**config.mk**
```make
export PLATFORM = sky130hd
export DESIGN_NAME = one_wire_bus_master_core
export DESIGN_NICKNAME = d
export VERILOG_FILES = /design/src/rtl/owbm_pkg.sv /design/src/rtl/one_wire_bus_master_core.sv /design/src/rtl/owbm_csr.sv /design/src/rtl/owbm_engine.sv
export SDC_FILE = /design/constraint.sdc
export NUM_CORES = 1
export LEC_CHECK = 0
export ABC_AREA = 1
export BUFFER_PORTS_ARGS = -buffer_cell sky130_fd_sc_hd__buf_2
export CAP_MARGIN = 0
export CELL_PAD_IN_SITES_DETAIL_PLACEMENT = 0
export CELL_PAD_IN_SITES_GLOBAL_PLACEMENT = 1
export CORE_MARGIN = 4
export CORE_UTILIZATION = 45
export CTS_BUF_LIST = sky130_fd_sc_hd__clkbuf_8 sky130_fd_sc_hd__clkbuf_16
export DETAILED_ROUTE_END_ITERATION = 16
export HOLD_SLACK_MARGIN = 0.15
export PLACE_DENSITY_LB_ADDON = 0.1
export SLEW_MARGIN = 30
export SYNTH_ARGS = -nofsm -noshare
export SYNTH_HDL_FRONTEND = slang
export SYNTH_HIERARCHICAL = 1
export SYNTH_SLANG_ARGS = --single-unit
```
**constraint.sdc**
```tcl
create_clock -name clock -period 6.4 [get_ports clock]
set_input_delay 0.32 -clock clock [delete_from_list [all_inputs] [get_ports clock]]
set_output_delay 0.32 -clock clock [all_outputs]
set_load 0.005 [all_outputs]
```
**src/rtl/owbm_pkg.sv**
```systemverilog
`default_nettype none
// ----------------------------------------------------------------------------
// owbm_pkg
// Shared widths, register codes, reset values and types of the 1-Wire master.
// ----------------------------------------------------------------------------
package owbm_pkg;

   localparam int CFG_W     = 10;
   localparam int CFG_NUM   = 8;
   localparam int CFG_IDX_W = 3;
   localparam int BYTE_W    = 8;
   localparam int TIME_W    = 11;
   localparam int BIT_IDX_W = 3;

   localparam logic [TIME_W-1:0] TIME_MAX            = 11'd2047;
   localparam logic [TIME_W-1:0] PRESENCE_TIMEOUT_US = 11'd1023;

   typedef enum logic [1:0] {
      REQ_TICK  = 2'd0,
      REQ_RESET = 2'd1,
      REQ_WRITE = 2'd2,
      REQ_READ  = 2'd3
   } req_code_type;

   typedef enum logic [CFG_IDX_W-1:0] {
      CFG_RESET_LOW     = 3'd0,
      CFG_PRESENCE_HOLD = 3'd1,
      CFG_WR1_LOW       = 3'd2,
      CFG_WR1_HIGH      = 3'd3,
      CFG_WR0_LOW       = 3'd4,
      CFG_WR0_HIGH      = 3'd5,
      CFG_RD_LOW        = 3'd6,
      CFG_RD_RECOVERY   = 3'd7
   } cfg_index_type;

   typedef logic [CFG_W-1:0] cfg_word_type;

   typedef struct packed {
      cfg_word_type reset_low;
      cfg_word_type presence_hold;
      cfg_word_type wr1_low;
      cfg_word_type wr1_high;
      cfg_word_type wr0_low;
      cfg_word_type wr0_high;
      cfg_word_type rd_low;
      cfg_word_type rd_recovery;
   } cfg_bank_type;

   localparam cfg_bank_type CFG_RESET_VALUES = '{
      reset_low:     10'd500,
      presence_hold: 10'd300,
      wr1_low:       10'd8,
      wr1_high:      10'd80,
      wr0_low:       10'd90,
      wr0_high:      10'd5,
      rd_low:        10'd2,
      rd_recovery:   10'd70
   };

   typedef struct packed {
      logic              drive_low;
      logic              busy;
      logic              done;
      logic [BYTE_W-1:0] rx_byte;
      logic              no_device;
   } step_result_type;

endpackage
`default_nettype wire

```
**src/rtl/one_wire_bus_master_core.sv**
```systemverilog
`default_nettype none
// ----------------------------------------------------------------------------
// one_wire_bus_master_core
// 1-Wire bus master stepped by one-microsecond tick transfers.
//
// Each req_ transfer is one microsecond: req_type selects tick only, reset
// with presence detect, write byte or read byte (both LSB first), with the
// byte to send and the sampled line level. Every req_ transfer yields exactly
// one rsp_ transfer with the drive level, busy and done flags, the last read
// byte and the missing-device flag for that microsecond.
// Requests arriving while a command runs are ignored.
// A transfer passes an input register, then the timing state machine
// evaluated between that register and the result register. Throughput is one
// transfer per cycle while rsp_stall is low.
// When rsp_stall is high the result register holds and the input register
// fills; req_stall then rises until the result is taken.
// The csr_ port writes the eight 10-bit timing registers; write them only
// while the block is idle.
// Synchronous reset restores the timing defaults, empties both registers and
// returns the state machine to idle with a cleared read byte and flags.
// ----------------------------------------------------------------------------
module one_wire_bus_master_core (
   input  wire                              clock,
   input  wire                              reset,
   input  wire                              req_valid,
   output logic                             req_stall,
   input  wire  [1:0]                       req_type,
   input  wire  [owbm_pkg::BYTE_W-1:0]      req_tx_byte,
   input  wire                              req_line_level,
   output logic                             rsp_valid,
   input  wire                              rsp_stall,
   output logic                             rsp_drive_low,
   output logic                             rsp_busy_res,
   output logic                             rsp_done_res,
   output logic [owbm_pkg::BYTE_W-1:0]      rsp_rx_byte,
   output logic                             rsp_no_device,
   input  wire                              csr_wr_en,
   input  wire  [owbm_pkg::CFG_IDX_W-1:0]   csr_index,
   input  wire  [owbm_pkg::CFG_W-1:0]       csr_wr_data
);
   import owbm_pkg::*;

   cfg_bank_type      cfg;
   step_result_type   step_res;
   step_result_type   res_ff;

   logic              in_valid_ff, in_valid_in;
   logic [1:0]        in_type_ff;
   logic [BYTE_W-1:0] in_tx_ff;
   logic              in_line_ff;
   logic              rsp_valid_ff, rsp_valid_in;
   logic              advance;
   logic              req_take;

   assign advance   = in_valid_ff && (!rsp_valid_ff || !rsp_stall);
   assign req_stall = in_valid_ff && !advance;
   assign req_take  = req_valid && !req_stall;

   owbm_csr u_csr (
      .clock       (clock),
      .reset       (reset),
      .csr_wr_en   (csr_wr_en),
      .csr_index   (csr_index),
      .csr_wr_data (csr_wr_data),
      .cfg         (cfg)
   );

   owbm_engine u_engine (
      .clock      (clock),
      .reset      (reset),
      .step_en    (advance),
      .req_code   (in_type_ff),
      .tx_byte    (in_tx_ff),
      .line_level (in_line_ff),
      .cfg        (cfg),
      .result     (step_res)
   );

   always_comb begin
      in_valid_in = req_take ? 1'b1 : (advance ? 1'b0 : in_valid_ff);
      rsp_valid_in = advance ? 1'b1 : (rsp_valid_ff && rsp_stall);
   end

   always_ff @(posedge clock) begin
      if (reset) begin
         in_valid_ff  <= 1'b0;
         rsp_valid_ff <= 1'b0;
      end else begin
         in_valid_ff  <= in_valid_in;
         rsp_valid_ff <= rsp_valid_in;
      end
   end

   always_ff @(posedge clock) begin
      if (req_take) begin
         in_type_ff <= req_type;
         in_tx_ff   <= req_tx_byte;
         in_line_ff <= req_line_level;
      end
      if (advance) begin
         res_ff <= step_res;
      end
   end

   assign rsp_valid     = rsp_valid_ff;
   assign rsp_drive_low = res_ff.drive_low;
   assign rsp_busy_res  = res_ff.busy;
   assign rsp_done_res  = res_ff.done;
   assign rsp_rx_byte   = res_ff.rx_byte;
   assign rsp_no_device = res_ff.no_device;

   a_done_busy: assert property (@(posedge clock) disable iff (reset)
      rsp_valid && rsp_done_res |-> rsp_busy_res)
      else $error("done reported outside a command");

   a_drive_busy: assert property (@(posedge clock) disable iff (reset)
      rsp_valid && rsp_drive_low |-> rsp_busy_res)
      else $error("bus driven low outside a command");

   a_empty_no_stall: assert property (@(posedge clock) disable iff (reset)
      !in_valid_ff |-> !req_stall)
      else $error("request stalled with empty input register");

   a_result_loaded: assert property (@(posedge clock) disable iff (reset)
      advance |=> rsp_valid)
      else $error("advanced transfer lost before result register");

endmodule
`default_nettype wire

```
**src/rtl/owbm_csr.sv**
```systemverilog
`default_nettype none
// ----------------------------------------------------------------------------
// owbm_csr
// Timing register bank, written through a plain write port.
// ----------------------------------------------------------------------------
module owbm_csr (
   input  wire                                clock,
   input  wire                                reset,
   input  wire                                csr_wr_en,
   input  wire  [owbm_pkg::CFG_IDX_W-1:0]     csr_index,
   input  wire  [owbm_pkg::CFG_W-1:0]         csr_wr_data,
   output owbm_pkg::cfg_bank_type             cfg
);
   import owbm_pkg::*;

   cfg_bank_type cfg_ff;
   cfg_bank_type cfg_in;

   always_comb begin
      cfg_in = cfg_ff;
      if (csr_wr_en) begin
         case (cfg_index_type'(csr_index))
            CFG_RESET_LOW:     cfg_in.reset_low     = csr_wr_data;
            CFG_PRESENCE_HOLD: cfg_in.presence_hold = csr_wr_data;
            CFG_WR1_LOW:       cfg_in.wr1_low       = csr_wr_data;
            CFG_WR1_HIGH:      cfg_in.wr1_high      = csr_wr_data;
            CFG_WR0_LOW:       cfg_in.wr0_low       = csr_wr_data;
            CFG_WR0_HIGH:      cfg_in.wr0_high      = csr_wr_data;
            CFG_RD_LOW:        cfg_in.rd_low        = csr_wr_data;
            CFG_RD_RECOVERY:   cfg_in.rd_recovery   = csr_wr_data;
            default:           cfg_in = cfg_ff;
         endcase
      end
   end

   always_ff @(posedge clock) begin
      if (reset) begin
         cfg_ff <= CFG_RESET_VALUES;
      end else begin
         cfg_ff <= cfg_in;
      end
   end

   assign cfg = cfg_ff;

endmodule
`default_nettype wire

```
**src/rtl/owbm_engine.sv**
```systemverilog
`default_nettype none
// ----------------------------------------------------------------------------
// owbm_engine
// Bus timing state machine; advances one microsecond per enabled cycle.
// ----------------------------------------------------------------------------
module owbm_engine (
   input  wire                              clock,
   input  wire                              reset,
   input  wire                              step_en,
   input  wire  [1:0]                       req_code,
   input  wire  [owbm_pkg::BYTE_W-1:0]      tx_byte,
   input  wire                              line_level,
   input  owbm_pkg::cfg_bank_type           cfg,
   output owbm_pkg::step_result_type        result
);
   import owbm_pkg::*;

   typedef enum logic [3:0] {
      PH_IDLE      = 4'd0,
      PH_RST_LOW   = 4'd1,
      PH_RST_REL   = 4'd2,
      PH_PRES_LOW  = 4'd3,
      PH_PRES_HIGH = 4'd4,
      PH_PRES_HOLD = 4'd5,
      PH_WR_LOW    = 4'd6,
      PH_WR_HIGH   = 4'd7,
      PH_RD_LOW    = 4'd8,
      PH_RD_REL    = 4'd9,
      PH_RD_REC    = 4'd10
   } phase_type;

   phase_type              phase_ff,  phase_in;
   logic [TIME_W-1:0]      time_ff,   time_in;
   logic [BIT_IDX_W-1:0]   bit_idx_ff, bit_idx_in;
   logic [BYTE_W-1:0]      shift_ff,  shift_in;
   logic [BYTE_W-1:0]      rx_ff,     rx_in;
   logic                   absent_ff, absent_in;
   logic                   drive, busy, done;
   logic [TIME_W-1:0]      lim;

   function automatic logic [TIME_W-1:0] at_least_one(input cfg_word_type v);
      return (v == '0) ? TIME_W'(1) : TIME_W'(v);
   endfunction

   function automatic logic [TIME_W-1:0] widen(input cfg_word_type v);
      return TIME_W'(v);
   endfunction

   always_comb begin
      phase_in   = phase_ff;
      time_in    = time_ff;
      bit_idx_in = bit_idx_ff;
      shift_in   = shift_ff;
      rx_in      = rx_ff;
      absent_in  = absent_ff;
      drive      = 1'b0;
      busy       = 1'b0;
      done       = 1'b0;
      lim        = '0;

      if (phase_in == PH_IDLE && req_code != REQ_TICK) begin
         time_in    = '0;
         bit_idx_in = '0;
         case (req_code_type'(req_code))
            REQ_RESET: begin
               absent_in = 1'b0;
               phase_in  = PH_RST_LOW;
            end
            REQ_WRITE: begin
               shift_in = tx_byte;
               phase_in = PH_WR_LOW;
            end
            default: begin
               shift_in = '0;
               phase_in = PH_RD_LOW;
            end
         endcase
      end

      if (phase_in != PH_IDLE) begin
         busy = 1'b1;
         if (time_in != TIME_MAX) time_in = time_in + TIME_W'(1);
         case (phase_in)
            PH_RST_LOW: begin
               drive = 1'b1;
               if (time_in >= at_least_one(cfg.reset_low)) begin
                  phase_in = PH_RST_REL;
                  time_in  = '0;
               end
            end
            PH_RST_REL: begin
               phase_in = PH_PRES_LOW;
               time_in  = '0;
            end
            PH_PRES_LOW, PH_PRES_HIGH: begin
               if (line_level == (phase_in == PH_PRES_HIGH)) begin
                  if (phase_in == PH_PRES_LOW) begin
                     phase_in = PH_PRES_HIGH;
                  end else begin
                     time_in = '0;
                     if (cfg.presence_hold == '0) begin
                        phase_in = PH_IDLE;
                        done     = 1'b1;
                     end else begin
                        phase_in = PH_PRES_HOLD;
                     end
                  end
               end else if (time_in >= PRESENCE_TIMEOUT_US) begin
                  absent_in = 1'b1;
                  phase_in  = PH_IDLE;
                  time_in   = '0;
                  done      = 1'b1;
               end
            end
            PH_PRES_HOLD: begin
               if (time_in >= widen(cfg.presence_hold)) begin
                  phase_in = PH_IDLE;
                  time_in  = '0;
                  done     = 1'b1;
               end
            end
            PH_WR_LOW, PH_WR_HIGH: begin
               lim = widen(shift_in[0] ? cfg.wr1_high : cfg.wr0_high);
               if (phase_in == PH_WR_LOW) begin
                  drive = 1'b1;
                  if (time_in >= at_least_one(shift_in[0] ? cfg.wr1_low : cfg.wr0_low))
                  begin
                     time_in = '0;
                     if (lim != '0) phase_in = PH_WR_HIGH;
                  end
               end
               if ((phase_in == PH_WR_LOW && time_in == '0 && lim == '0) ||
                   (phase_in == PH_WR_HIGH && time_in != '0 && time_in >= lim)) begin
                  shift_in = shift_in >> 1;
                  time_in  = '0;
                  if (bit_idx_in == 3'd7) begin
                     phase_in = PH_IDLE;
                     done     = 1'b1;
                  end else begin
                     bit_idx_in = bit_idx_in + 3'd1;
                     phase_in   = PH_WR_LOW;
                  end
               end
            end
            PH_RD_LOW: begin
               drive = 1'b1;
               if (time_in >= at_least_one(cfg.rd_low)) begin
                  phase_in = PH_RD_REL;
                  time_in  = '0;
               end
            end
            PH_RD_REL, PH_RD_REC: begin
               if (phase_in == PH_RD_REL) begin
                  shift_in = {line_level, shift_in[BYTE_W-1:1]};
                  time_in  = '0;
                  if (cfg.rd_recovery != '0) phase_in = PH_RD_REC;
               end
               if ((phase_in == PH_RD_REL) ||
                   (phase_in == PH_RD_REC && time_in != '0 &&
                    time_in >= widen(cfg.rd_recovery))) begin
                  time_in = '0;
                  if (bit_idx_in == 3'd7) begin
                     rx_in    = shift_in;
                     phase_in = PH_IDLE;
                     done     = 1'b1;
                  end else begin
                     bit_idx_in = bit_idx_in + 3'd1;
                     phase_in   = PH_RD_LOW;
                  end
               end
            end
            default: begin
               phase_in = PH_IDLE;
               time_in  = '0;
            end
         endcase
      end
   end

   always_ff @(posedge clock) begin
      if (reset) begin
         phase_ff   <= PH_IDLE;
         time_ff    <= '0;
         bit_idx_ff <= '0;
         shift_ff   <= '0;
         rx_ff      <= '0;
         absent_ff  <= 1'b0;
      end else if (step_en) begin
         phase_ff   <= phase_in;
         time_ff    <= time_in;
         bit_idx_ff <= bit_idx_in;
         shift_ff   <= shift_in;
         rx_ff      <= rx_in;
         absent_ff  <= absent_in;
      end
   end

   assign result.drive_low = drive;
   assign result.busy      = busy;
   assign result.done      = done;
   assign result.rx_byte   = rx_in;
   assign result.no_device = absent_in;

endmodule
`default_nettype wire

```
==> run metrics, run 1 <==
Peak Freq=177 MHz; fin area=10,600 µm²; CTS tree=done; Nets=1,555; delay-heaviest family, CP=simple AND/OR/NAND/NOR gates; critical-path maximum fanout=10; Critical Path Slowest Stage Cell=edfxtp_1; Setup-failing EPs final=0; crit path kind=reg -> reg; drt pass-1 iters=5; Synth Flop Type=dfxtp_1; flop2flop setup slack=0.76 ns; Setup crit end kind=flip-flop; post-route clock period utilization=0.881; clk slew on worst S/H paths=0.07 ns; Buffers on Ports=42; Netlist cell types=51; Chip Width=152 µm; Max Cap Viol=0; CTS root buf=clkbuf_16; Worst-Margin Slew=0.871 ns; synthesis-to-layout area growth=13.5%; # IOs=43; Synth Register Bits=140; clk buf depth=2; CTS buffer count=17; Worst path depth=47; Mapped Cells=1,408; Comb power frac=0.234; Setup crit end=rsp_done_res; GPL Wtd Cong=0.932; setup TNS=0 ns; Slew HR=0.420; sequential area share after synthesis=0.325; Clock Latency Late Sink=0.44 ns; share of layout cells above drive strength 1=0.104; via/cell ratio=5.30; initial drt markers=664; YS warnings=6; Cell Pwr Density=247 nW/µm²; Crit path top cell by count=nand2_1; WHS=0.176 ns; share of total power in sequential cells=0.370; post-synthesis net count=1,503; Clock Power Share=0.396; remaining global-route overflow=0; RSZ-0062 raised after global routing=no; cells on worst reg2reg path=47; first-pass GRT wire length=46,700 µm; Hold Vio Cnt, Final=0; min Tclk post-route=5.64 ns; Syn Area/Cell=6.62 µm²; n_diodes=0; status=finished clean; Tot GR Track Use=0.248; wire per inst=16.6 µm; Core Box Area=20,300 µm²; Post-DP Area=9750 µm²; worst reg2reg path endpoint=rsp_done_res; # clock sinks=140; H-tree Lvls=4; maximum vdd drop=0.000173 V; initial antenna violation count=0; Internal=1710 µW; Post-synth EDFFs=23; CP startpoint=in_type_ff[0]; P_sw=897 µW; via count=9,231; Clock Skew=0.00909 ns; Critical Path Max Stage Delay=0.40 ns; DP Wirelength=21,400 µm; number of global-route vias before repair=8,709; die area=23,100 µm²; Worst Path Buf+Inv=8; Site Rows=52; Max Slew Vio Count=0; Starting Density=0.459; Required @ worst endpoint=6.56 ns; worst hold path class=in -> reg; pin count of the biggest net entering global routing=81; post-synthesis instance area=9320 µm²; Arr. time, crit path=5.80 ns; Die Ht=152 µm; crit path launch type=flip-flop; drc violations=0; reg-to-reg startpoint=in_type_ff[0]; Sw Share=0.344; post-route ant nets=0; Total Routed Length=28,900 µm; Total Power=2610 µW; Lkg Pwr=0.00536 µW; ys async rst share=0
[state kept, by name, summed over array words and instances, names as in the netlist]
signal               count
u_csr/cfg               80
u_engine/absent_ff       1
rsp_busy_res             1
in_line_ff               1
u_engine/bit_idx_ff      3
rsp_no_device            1
in_valid_ff              1
rsp_valid                1
u_engine/time_ff        11
u_engine/shift_ff        8
u_engine/phase_ff        4
in_tx_ff                 8
in_type_ff               2
u_engine/rx_ff           8
rsp_drive_low            1
rsp_rx_byte              8
rsp_done_res             1
[cells by family (layout without fill, tap and decap cells)]
kind of cell,after synthesis,count (layout),synth area share
and+or+nand+nor,805,805,0.378
buffers and inverters,227,292,0.0991
muxes,9,9,0.00967
adders and majority gates,66,66,0.0886
xor gates and xnor gates,2,2,0.00188
DFF,140,140,0.325
AOI/OAI and AO/OA,159,159,0.0979
[routing by layer]
metal,vias to the layer above,wire [µm],GRT usage,share of wire
li1,4673,-,-,-
met1,4296,13200,0.328,0.46
met2,212,13800,0.416,0.48
met3,50,1190,0.0395,0.041
met4,0,740,0.0801,0.026
met5,-,0,0,0
[power by group through the flow]
stage / Combinational (µW) / Clock [µW] / Sequential, µW
6_report: 611 / 1030 / 965
5_1_grt: 690 / 1090 / 971
4_1_cts: 596 / 1050 / 966
3_5_place_dp: 587 / 0 / 985
3_3_place_gp: 587 / 0 / 984
2_1_floorplan: 425 / 0 / 978
[per-stage QoR]
| stage | instances | setup WS, ns | util |
|---|---|---|---|
| final | 1743 | 0.759 | 0.521 |
| after global routing | 1743 | 0.0954 | 0.521 |
| after CTS | 1738 | 0.619 | 0.518 |
| after detailed placement | 1690 | 0.619 | 0.481 |
| after global placement | 1690 | 0.719 | 0.481 |
| after floorplan | 1408 | 1.06 | - |
[placed cells by master, fill, tap and decap left out, types with 5 or more instances in the layout]
cell and n:
nand2_1 350, nor2_1 221, inv_1 167, nand3_1 141, dfxtp_1 117, ha_1 66, a21oi_1 43, o21ai_0 43
buf_2 42, nand4_1 35, o21ai_1 32, edfxtp_1 23, buf_4 20, clkbuf_16 18, dlygate4sd3_1 16, nor2_2 12
inv_2 11, nand2_2 10, mux2i_1 9, nor3_1 7, a21boi_0 7, o21a_1 7, inv_6 6, nor2_4 6
nor4_1 6, a211oi_1 5
[what timing repair did]
item / 4_1_cts / 5_1_grt
hold endpoints to repair: 18 / 0
setup buffers: 0 / 5
setup endpoints to repair: 0 / 24
hold buffers: 16 / 0
gates resized for setup: 0 / 4
[synth_stat cells (8+ instances only)]
cell type    n  share of area
buf_1        8         0.0032
edfxtp_1    23          0.074
nor2_1     222          0.089
nand2_1    352           0.14
nand4_1     35          0.023
a21oi_1     44          0.024
dfxtp_1    117           0.25
buf_2       12         0.0064
nor2_2      12         0.0081
nand2_2      8         0.0054
clkbuf_1    14         0.0056
inv_2       12         0.0048
o21ai_0     44          0.024
nand3_1    141          0.076
inv_1      167          0.067
ha_1        66          0.089
o21ai_1     31          0.017
mux2i_1      9         0.0097
[worst register-to-register path, delay by kind of cell, from the launching register on]
family	cells	cell delay, ns
fa+ha+maj	4	0.91
compound gates	5	0.67
buf+inv	8	0.76
simple gates	30	2.65
flops	1	0.40
[how the worst min path moves through the flow]
| stage | cells after the start | slack [ns] | start | to |
|---|---|---|---|---|
| after global routing | 3 | 0.16 | csr_wr_data[4] | u_csr/cfg[34] |
| after global placement | 2 | 0.44 | u_csr/cfg[44] | u_csr/cfg[44] |
| after CTS | 3 | 0.15 | csr_wr_data[4] | u_csr/cfg[34] |
| final | 3 | 0.18 | csr_wr_data[4] | u_csr/cfg[34] |
| after detailed placement | 2 | 0.44 | u_csr/cfg[22] | u_csr/cfg[22] |
| after floorplan | 1 | 0.38 | reset | in_valid_ff |
[area by class of cell]
class	instances	area, µm²
clock buffer	18	450
clock inverter	14	160
fill	2138	9720
inverter	182	686
multi-input combinational	1041	5390
sequential	140	3030
tap	270	338
timing repair buffer	78	520
Power figures use the tool's default switching activity.
==> inputs of run 2 (changes only) <==
--- a/config.mk
+++ b/config.mk
@@ -19,5 +19,4 @@
 export SLEW_MARGIN = 30
 export SYNTH_ARGS = -nofsm -noshare
 export SYNTH_HDL_FRONTEND = slang
-export SYNTH_HIERARCHICAL = 1
 export SYNTH_SLANG_ARGS = --single-unit
==> run 2 against run 1 <==
Compared with the run above:
- worst hold slack got worse by 0.013 ns
- die area decreased by 6.5%
- routed wire length decreased by 8.5%
- clock power about the same
- utilization increased by 0.42 points
- sequential share of layout area increased by 2.0 points
==> run metrics, run 2 <==
Synth area leaders=dfxtp_1 27%, nand2_1 11%, ha_1 9.5%, edfxtp_1 8.0%, nor2_1 6.7%; Setup-failing EPs final=0 (unchanged); number of global-route vias before repair=7,774 (-11%); cell taking the most area after synthesis=dfxtp_1; via count=8,351 (-9.5%); crit path launch type=flip-flop; # IOs=43 (unchanged); Peak Freq=173 MHz (-2.4%); clk slew on worst S/H paths=0.07 ns (about the same); status=finished clean; Core Box Area=18,800 µm² (-7.2%); YS warnings=0 (-6); initial antenna violation count=0 (unchanged); Setup crit end kind=flip-flop; sequential area share after synthesis=0.349 (+0.0238); Post-synth EDFFs=23 (unchanged); Hold Vio Cnt, Final=0 (unchanged); WHS Path Cells=3 (unchanged); Lkg Pwr=0.00490 µW (-8.4%); drt pass-1 iters=5 (unchanged); initial drt markers=736 (+11%); cells on worst reg2reg path=45 (-4.3%); final core utilization=0.525 (+0.00416); ys async rst share=0 (unchanged); n_diodes=0 (unchanged); Synth Flop Type=dfxtp_1; post-synthesis net count=1,337 (-11%); # clock sinks=140 (unchanged); min Tclk post-route=5.78 ns (+0.141 ns); pin count of the biggest net entering global routing=90 (+11%); Die Ht=147 µm (-3.3%); clk buf depth=2 (unchanged); Required @ worst endpoint=6.76 ns (+0.20 ns); Buffers on Ports=42 (unchanged); Tot GR Track Use=0.248 (-0.000639); worst hold path class=in -> reg; synthesis-to-layout area growth=13.8%; Internal=1680 µW (-2.2%); Crit path top cell by count=nand2_1; most frequent cells after synthesis=265 x nand2_1, 156 x nor2_1, 147 x inv_1; GPL Wtd Cong=0.941 (+0.98%); H-tree Lvls=4 (unchanged); post-route clock period utilization=0.903 (+0.0220); WHS=0.163 ns (-0.0126 ns); Sw Share=0.342 (-0.00200); most frequent cells in the layout=264 x nand2_1, 155 x nor2_1, 145 x inv_1; via/cell ratio=5.35 (+1.0%); Clock Power Share=0.400 (+0.004); Arr. time, crit path=6.14 ns (+0.34 ns); post-synthesis instance area=8690 µm² (-6.8%); CTS buffer count=17 (unchanged); Netlist cell types=45 (-12%); Layout fillers=1,903 (-11%); Clock Skew=0.0130 ns (+0.00388 ns); CTS root buf=clkbuf_16; postcts setup bufs=0 (unchanged); P_sw=869 µW (-3.1%); flop2flop setup slack=0.62 ns (-0.14 ns); post-route ant nets=0 (unchanged); Mapped Cells=1,242 (-12%); drc violations=0 (unchanged); Worst-Margin Slew=1.11 ns (+0.239 ns); post-synth top area share=0.270 (+0.0184); count leader, synth=nand2_1; Max Cap Viol=0 (unchanged); Comb power frac=0.223 (-0.011); number of flip-flops in the largest register=80 (unchanged); share of total power in sequential cells=0.377 (+0.007); Slew HR=0.254 (-0.166); Syn Area/Cell=6.99 µm² (+5.6%); maximum vdd drop=0.000211 V (+22%); reg-to-reg startpoint=in_type_ff[0]; Total Routed Length=26,400 µm (-8.5%); Chip Width=147 µm (-3.3%); worst reg2reg path endpoint=u_engine.phase_ff[1]; critical-path maximum fanout=16 (+6); remaining global-route overflow=0 (unchanged); Starting Density=0.461 (+0.00213); Worst Hold Endpoint=in_valid_ff; DP Wirelength=19,600 µm (-8.4%); Critical Path Slowest Stage Cell=edfxtp_1; Max Slew Vio Count=0 (unchanged); CTS tree=done; share of layout cells above drive strength 1=0.106 (+0.00220); first-pass GRT wire length=42,400 µm (-9.3%); Critical Path Max Stage Delay=0.39 ns (about the same); Site Rows=50 (-3.8%); worst hold start=req_valid; die area=21,600 µm² (-6.5%); Nets=1,383 (-11%); Synth Register Bits=140 (unchanged); wire per inst=16.9 µm (+2.1%); commonest non-fill, non-tap cell in the layout=nand2_1; Clock Latency Late Sink=0.43 ns (about the same); Cell Pwr Density=257 nW/µm² (+4.2%); crit path kind=reg -> reg
-- run 2: cell types whose count changed after synthesis, moves of 8 or more --
cell      previous run  this run
nand2_1            352       265
o31ai_1              0         8
nor2_1             222       156
clkbuf_1            14        31
buf_2               12         3
o21ai_0             44       113
o21ai_1             31        12
inv_1              167       147
o211ai_1             2        14
a21oi_1             44        77
nand3_1            141        71
-- run 2: metrics by stage --
stage	cell area, µm²	instances	power [µW]	setup slack, ns	setup TNS, ns
after floorplan	8690	1242	1360	1.27	0
after global placement	9140	1518	1530	0.650	0
after detailed placement	9150	1518	1530	0.555	0
after CTS	9870	1561	2560	0.509	0
after global routing	9890	1561	2680	-0.0155	-0.0210
final	9890	1561	2540	0.618	0
-- run 2: cells by family (layout without fill, tap and decap cells) --
kind of cell,Yosys count,after routing,synth area share
AND/OR/NAND/NOR,568,568,0.287
AO/OA/AOI/OAI,255,255,0.163
buffers and inverters,199,258,0.0899
flip-flops,140,140,0.349
adder cells (fa/ha/maj),66,66,0.0951
multiplexers,10,10,0.0115
XOR/XNOR,4,4,0.00403
-- run 2: cell type report --
cell class,count,area [µm²],share of cell area
clock inverters,13,136,0.0138
flip-flops and latches,140,3030,0.307
clock buffers,19,475,0.0481
inverters,159,599,0.0606
repair buffers,67,425,0.0430
multi-input cells,903,4890,0.495
well taps,260,325,0.0329
-- run 2: timing repair --
item	in CTS	in global routing
gates resized for setup	0	7
hold buffers	11	0
endpoints found under the hold margin	11	0
endpoints found under the setup margin	0	23
-- run 2: critical path: cells and delay by family, from the launching register on --
family / cells / cell delay (ns)
and+or+nand+nor: 29 / 2.98
adders and majority gates: 4 / 1.02
AOI/OAI and AO/OA: 7 / 0.85
buffers and inverters: 5 / 0.45
DFF: 1 / 0.39
-- run 2: per-layer routing --
layer	wire (µm)	global-route usage	part of all wire
met2	12000	0.393	0.46
met3	1490	0.0497	0.057
met4	567	0.0736	0.021
met5	0	0	0
met1	12300	0.343	0.47
-- run 2: power by group through the flow --
stage / sequential (µW) / clock [µW] / combinational, µW
2_1_floorplan: 974 / 0 / 389
3_3_place_gp: 979 / 0 / 555
3_5_place_dp: 979 / 0 / 556
4_1_cts: 959 / 1030 / 564
5_1_grt: 963 / 1080 / 639
6_report: 959 / 1020 / 568
-- run 2: worst max path at each step --
| stage | start | to | slack, ns | cells after the start |
|---|---|---|---|---|
| floorplan | in_type_ff[0] | u_engine.phase_ff[1] | 1.27 | 44 |
| global placement | in_type_ff[0] | u_engine.time_ff[5] | 0.65 | 46 |
| detailed placement | in_type_ff[0] | u_engine.phase_ff[1] | 0.55 | 46 |
| CTS | in_type_ff[0] | u_engine.phase_ff[1] | 0.51 | 46 |
| global route | in_type_ff[0] | u_engine.phase_ff[2] | -0.02 | 45 |
| finish | in_type_ff[0] | u_engine.phase_ff[1] | 0.62 | 45 |
